File: config.mk
export PLATFORM = sky130hd
export DESIGN_NAME = psp_sqrt
export DESIGN_NICKNAME = d
export VERILOG_FILES = /design/src/rtl/psp_sqrt.sv
export SDC_FILE = /design/constraint.sdc
export NUM_CORES = 2
export LEC_CHECK = 0
export BUFFER_PORTS_ARGS = -buffer_cell sky130_fd_sc_hd__buf_2
export CORE_ASPECT_RATIO = 1.5
export CORE_MARGIN = 2
export CORE_UTILIZATION = 30
export CTS_CLUSTER_DIAMETER = 200
export DETAILED_ROUTE_END_ITERATION = 8
export PLACE_DENSITY_LB_ADDON = 0.3
export SLEW_MARGIN = 25
export SYNTH_ARGS = -nofsm -noshare
export SYNTH_HDL_FRONTEND = slang
export SYNTH_MEMORY_MAX_BITS = 65536
export SYNTH_SLANG_ARGS = --single-unit
export TNS_END_PERCENT = 1
File: constraint.sdc
create_clock -name clk -period 10.1 [get_ports clk]
set_clock_uncertainty 0.05 [all_clocks]
set_input_delay 0.505 -clock clk [delete_from_list [all_inputs] [get_ports clk]]
set_output_delay 0.505 -clock clk [all_outputs]
set_load 0.1 [all_outputs]
File: src/rtl/psp_sqrt.sv
// ---------------------------------------------------------------------------
// psp_sqrt
// Pipelined integer square root (floor), one root bit per stage, taking two
// radicand bits from the top in each stage.
// ---------------------------------------------------------------------------
`default_nettype none

module psp_sqrt #(
    parameter int RB = 34,
    parameter int SW = 8
) (
    input  wire logic            clk,
    input  wire logic            rst_n,
    input  wire logic            en,
    input  wire logic            in_valid,
    input  wire logic [2*RB-1:0] radicand,
    input  wire logic [SW-1:0]   in_side,
    output logic                 out_valid,
    output logic [RB-1:0]        root,
    output logic [SW-1:0]        out_side
);

    logic            v_reg    [RB];
    logic [RB+1:0]   rem_reg  [RB];
    logic [RB-1:0]   root_reg [RB];
    logic [2*RB-1:0] rad_reg  [RB];
    logic [SW-1:0]   side_reg [RB];

    for (genvar k = 0; k < RB; k++) begin : g_stage
        logic            v_in;
        logic [RB+1:0]   rem_in;
        logic [RB-1:0]   root_in;
        logic [2*RB-1:0] rad_in;
        logic [SW-1:0]   side_in;
        logic [RB+1:0]   rem_sh;
        logic [RB+1:0]   test;
        logic            ge;

        if (k == 0) begin : g_first
            assign v_in    = in_valid;
            assign rem_in  = '0;
            assign root_in = '0;
            assign rad_in  = radicand;
            assign side_in = in_side;
        end else begin : g_next
            assign v_in    = v_reg[k-1];
            assign rem_in  = rem_reg[k-1];
            assign root_in = root_reg[k-1];
            assign rad_in  = rad_reg[k-1];
            assign side_in = side_reg[k-1];
        end

        // bring down the next two radicand bits
        assign rem_sh = {rem_in[RB-1:0], rad_in[2*RB-1 -: 2]};
        assign test   = {root_in, 2'b01};
        assign ge     = (rem_sh >= test);

        always_ff @(posedge clk or negedge rst_n)
        begin
            if (!rst_n)
            begin
                v_reg[k] <= 1'b0;
            end
            else if (en)
            begin
                v_reg[k] <= v_in;
            end
        end

        always_ff @(posedge clk)
        begin
            if (en)
            begin
                rem_reg[k]  <= ge ? (rem_sh - test) : rem_sh;
                root_reg[k] <= {root_in[RB-2:0], ge};
                rad_reg[k]  <= {rad_in[2*RB-3:0], 2'b00};
                side_reg[k] <= side_in;
            end
        end
    end

    assign out_valid = v_reg[RB-1];
    assign root      = root_reg[RB-1];
    assign out_side  = side_reg[RB-1];

endmodule

`default_nettype wire

==> flow_summary.rst <==
.. list-table::
   :header-rows: 1

   * - Metric
     - Value
   * - Number of ports placed on the die boundary
     - 123
   * - Max-cap viol count
     - 0
   * - Ordered cell list for the critical path
     - ha_1, nor2b_1, o31a_1, o21ai_0, nand2b_1, a311o_1, o211a_1, o31ai_4, buf_4, mux2_2
   * - Total overflow reported by the global router
     - 0
   * - Chip Height
     - 839 um
   * - Worst r2r src
     - rem_reg[31][0]
   * - Half-perimeter wire length after placement
     - 243000 um
   * - Worst Reg2Reg Path Length in Cells
     - 10
   * - Maximum vdd drop
     - 0.171 mV
   * - Pin slew with the least headroom to its limit
     - 1.14 ns
   * - Layout fillers
     - 45305
   * - Biggest area consumer among synthesized cells
     - sky130_fd_sc_hd__edfxtp_1
   * - Power density relative to cell area
     - 236 nW/um^2
   * - Final Routed Wirelength
     - 327000 um
   * - Worst min-delay path category
     - in2async
   * - Summed instance area of the synthesized netlist
     - 139000 um^2
   * - LEAKAGE
     - 59.6 nW
   * - Initial standard-cell utilization of the core
     - 0.301
   * - Max Freq
     - 211 MHz
   * - Most common cell in the netlist
     - sky130_fd_sc_hd__edfxtp_1
   * - Wirelength per Cell
     - 19.0 um
   * - Synth-to-layout area growth
     - 14.5%
   * - Data arrival time of the critical path
     - 5.35 ns
   * - Share of the synthesized area in the top cell type
     - 0.660
   * - Worst-skew pair later-pin latency
     - 1.00 ns
   * - Net count of the finished layout
     - 11492
   * - Count of unique library cells instantiated by Yosys
     - 86
   * - Final weighted congestion of routability-driven global placement
     - 0.887
   * - Maximum root-to-sink buffer count
     - 4
   * - Critical Path Sink
     - rem_reg[32][14]
   * - Setup TNS
     - 0 ns
   * - Maximum number of pins on one net before global-route repair
     - 176
   * - Post-synthesis area per instance
     - ~13 um^2
   * - Seq/Total Area, Yosys
     - 0.666
   * - Clock-pin transition on the worst setup and hold timing paths
     - 0.06 ns
   * - Number of endpoints failing setup at the final stage
     - 0
   * - Count of flip-flops with a built-in enable after synthesis
     - 3060
   * - Core box area
     - 463000 um^2
   * - Via count of the first global-routing pass
     - 85527
   * - Flip-flop count of the largest register after layout
     - 1122
   * - Vias
     - 80749
   * - Die boundary width
     - 560 um
   * - Predominant post-synthesis flop cell
     - sky130_fd_sc_hd__edfxtp_1
   * - 1st-pass router iterations
     - 7
   * - Synthesized instance count
     - ~10000
   * - Highest cell delay on the worst timing path
     - 0.83 ns
   * - Headroom to the max-slew limit
     - 0.237
   * - Buffer count from post-CTS setup fixing
     - 0
   * - Warnings, synthesis
     - 0
   * - Die Footprint
     - 470000 um^2
   * - Crit. Startpoint
     - rem_reg[31][0]
   * - Worst EP required
     - 10.71 ns
   * - Clock tree from TritonCTS
     - built
   * - Wire length of the first global-routing pass
     - 490000 um
   * - Unrepaired setup endpoints after global routing
     - no
   * - Ranking of synthesized cells by instance count
     - sky130_fd_sc_hd__edfxtp_1, sky130_fd_sc_hd__inv_1, sky130_fd_sc_hd__a21oi_1, sky130_fd_sc_hd__ha_1, sky130_fd_sc_hd__nand2_1
   * - Startpoint type of the worst setup path
     - flop
   * - Overall fraction of global-route tracks in use
     - 0.136
   * - Residual DRC count
     - 0
   * - Post-synthesis register bit count
     - a little over 3000
   * - Final period demand of the worst path
     - about 4.7 ns
   * - Antenna violations before repair
     - 7
   * - FF-to-FF End
     - rem_reg[32][14]
   * - Cts bufs inserted
     - ~330
   * - Endpoints failing hold
     - 0
   * - Max-slew violation count
     - 0
   * - Highest-delay cell along the critical path
     - sky130_fd_sc_hd__o21ai_0
   * - Fraction of layout instances using a drive strength above 1
     - 0.0844
   * - Overall power
     - 0.0376 W
   * - Initial DRC Count
     - 4493
   * - Worst setup path category
     - reg2reg
   * - Placement row count
     - ~310
   * - Total number of clock tree sinks
     - 3094
   * - Outcome
     - finished clean
   * - Vias per inst
     - roughly 4.7
   * - Ratio of final minimum period to clock period
     - 0.469
   * - Number of nets in the synthesized netlist
     - roughly 11000
   * - Routed Antenna Nets
     - 0
   * - Fraction of registers with async set or reset after synthesis
     - 0.0110
   * - Largest fanout of any net on the critical path
     - 39
   * - Critical Path End Type
     - flop
   * - Count of input and output buffers
     - 122
   * - Reg-to-reg slack, setup
     - approximately 5.4 ns
   * - CTS H-tree lvls
     - 5
   * - Synth top area cells
     - sky130_fd_sc_hd__edfxtp_1, sky130_fd_sc_hd__ha_1, sky130_fd_sc_hd__xnor2_1
   * - Root buffer cell
     - sky130_fd_sc_hd__clkbuf_16
[metrics by stage]
stage	setup slack [ns]	utilization	hold WS [ns]	cells	instance area, um^2
2_1_floorplan	6.65	-	0.159	10370	139000
3_3_place_gp	4.89	0.320	0.350	16531	148000
3_5_place_dp	4.86	0.320	0.355	16531	148000
4_1_cts	4.84	0.345	0.0392	17202	160000
5_1_grt	5.25	0.345	0.0983	17215	160000
6_report	5.36	0.345	0.141	17217	160000
[critical path: cells and delay by family (launching register included)]
family | cells | cell delay, ns
buf+inv | 1 | 0.44
flops | 1 | 0.40
simple gates | 2 | 0.40
compound gates | 5 | 2.39
mux | 1 | 0.38
fa+ha+maj | 1 | 0.37
[what timing repair did]
item / in CTS / in global routing
endpoints found under the hold margin: 113 / 0
hold buffers: 80 / 0
endpoints found under the setup margin: 0 / 0
gates resized for setup: 0 / 0
[final cells by class]
| cell class | count | area, um^2 | area share |
|---|---|---|---|
| Antenna cell | 13 | 32.5 | 0.000204 |
| Clock buffer | 391 | 8510 | 0.0533 |
| Clock inverter | 200 | 2330 | 0.0146 |
| Inverter | 798 | 3000 | 0.0188 |
| Multi-Input combinational cell | 6264 | 42900 | 0.269 |
| Sequential cell | 3094 | 92700 | 0.581 |
| Tap cell | 6160 | 7710 | 0.0483 |
| Timing Repair Buffer | 297 | 2340 | 0.0147 |
[worst min-delay path by stage]
stage,from,endpoint,slack (ns),cells past startpoint
3_5_place_dp,rad_reg[9][29],rad_reg[10][31],0.35,0
2_1_floorplan,rst_n,g_stage[10].v_in,0.16,0
5_1_grt,radicand[37],rad_reg[0][37],0.1,2
4_1_cts,radicand[37],rad_reg[0][37],0.04,2
6_report,rst_n,out_valid,0.14,2
3_3_place_gp,rad_reg[21][43],rad_reg[22][45],0.35,0
[cell families (layout without fill, tap and decap cells)]
kind of cell    count (synthesis)  count (layout)  synth area share
flops                        3094            3094             0.666
other cells                     1              14         0.0000269
simple gates                 2497            2497            0.0892
fa+ha+maj                     631             631            0.0567
xor+xnor                      910             910            0.0572
compound gates               2098            2098            0.0937
mux                           127             127            0.0102
buf+inv                      1012            1686            0.0274
[power breakdown]
part	total, W	switching (W)	internal (W)	leakage, nW
Sequential	0.0173	0.00103	0.0162	29.9
Combinational	0.00804	0.00481	0.00323	24.4
Clock	0.0123	0.00520	0.00709	5.24
[layer usage]
metal | global-route usage | up-vias | share of wire
li1 | - | 39403 | -
met1 | 0.0990 | 38980 | 0.28
met2 | 0.296 | 1443 | 0.60
met3 | 0.0180 | 919 | 0.027
met4 | 0.106 | 4 | 0.089
met5 | 0 | - | 0.000079
[cell usage in the layout, fill, tap and decap left out, types with 63 or more instances in the layout]
cell	n
sky130_fd_sc_hd__edfxtp_1	3060
sky130_fd_sc_hd__inv_1	794
sky130_fd_sc_hd__a21oi_1	659
sky130_fd_sc_hd__ha_1	631
sky130_fd_sc_hd__nand2_1	616
sky130_fd_sc_hd__nor2_1	577
sky130_fd_sc_hd__o21ai_0	508
sky130_fd_sc_hd__xnor2_1	486
sky130_fd_sc_hd__xor2_1	424
sky130_fd_sc_hd__clkbuf_16	330
sky130_fd_sc_hd__a21o_1	324
sky130_fd_sc_hd__nor3_1	251
sky130_fd_sc_hd__nand3_1	171
sky130_fd_sc_hd__nor4_1	125
sky130_fd_sc_hd__mux2_2	121
sky130_fd_sc_hd__buf_2	121
sky130_fd_sc_hd__nand4_1	118
sky130_fd_sc_hd__or3_1	114
sky130_fd_sc_hd__nand2b_1	103
sky130_fd_sc_hd__o21a_1	94
sky130_fd_sc_hd__dlygate4sd3_1	80
sky130_fd_sc_hd__buf_4	77
sky130_fd_sc_hd__nor2b_1	76
sky130_fd_sc_hd__and3_1	65
sky130_fd_sc_hd__o31ai_1	63
(Power assumes the default switching activity.)
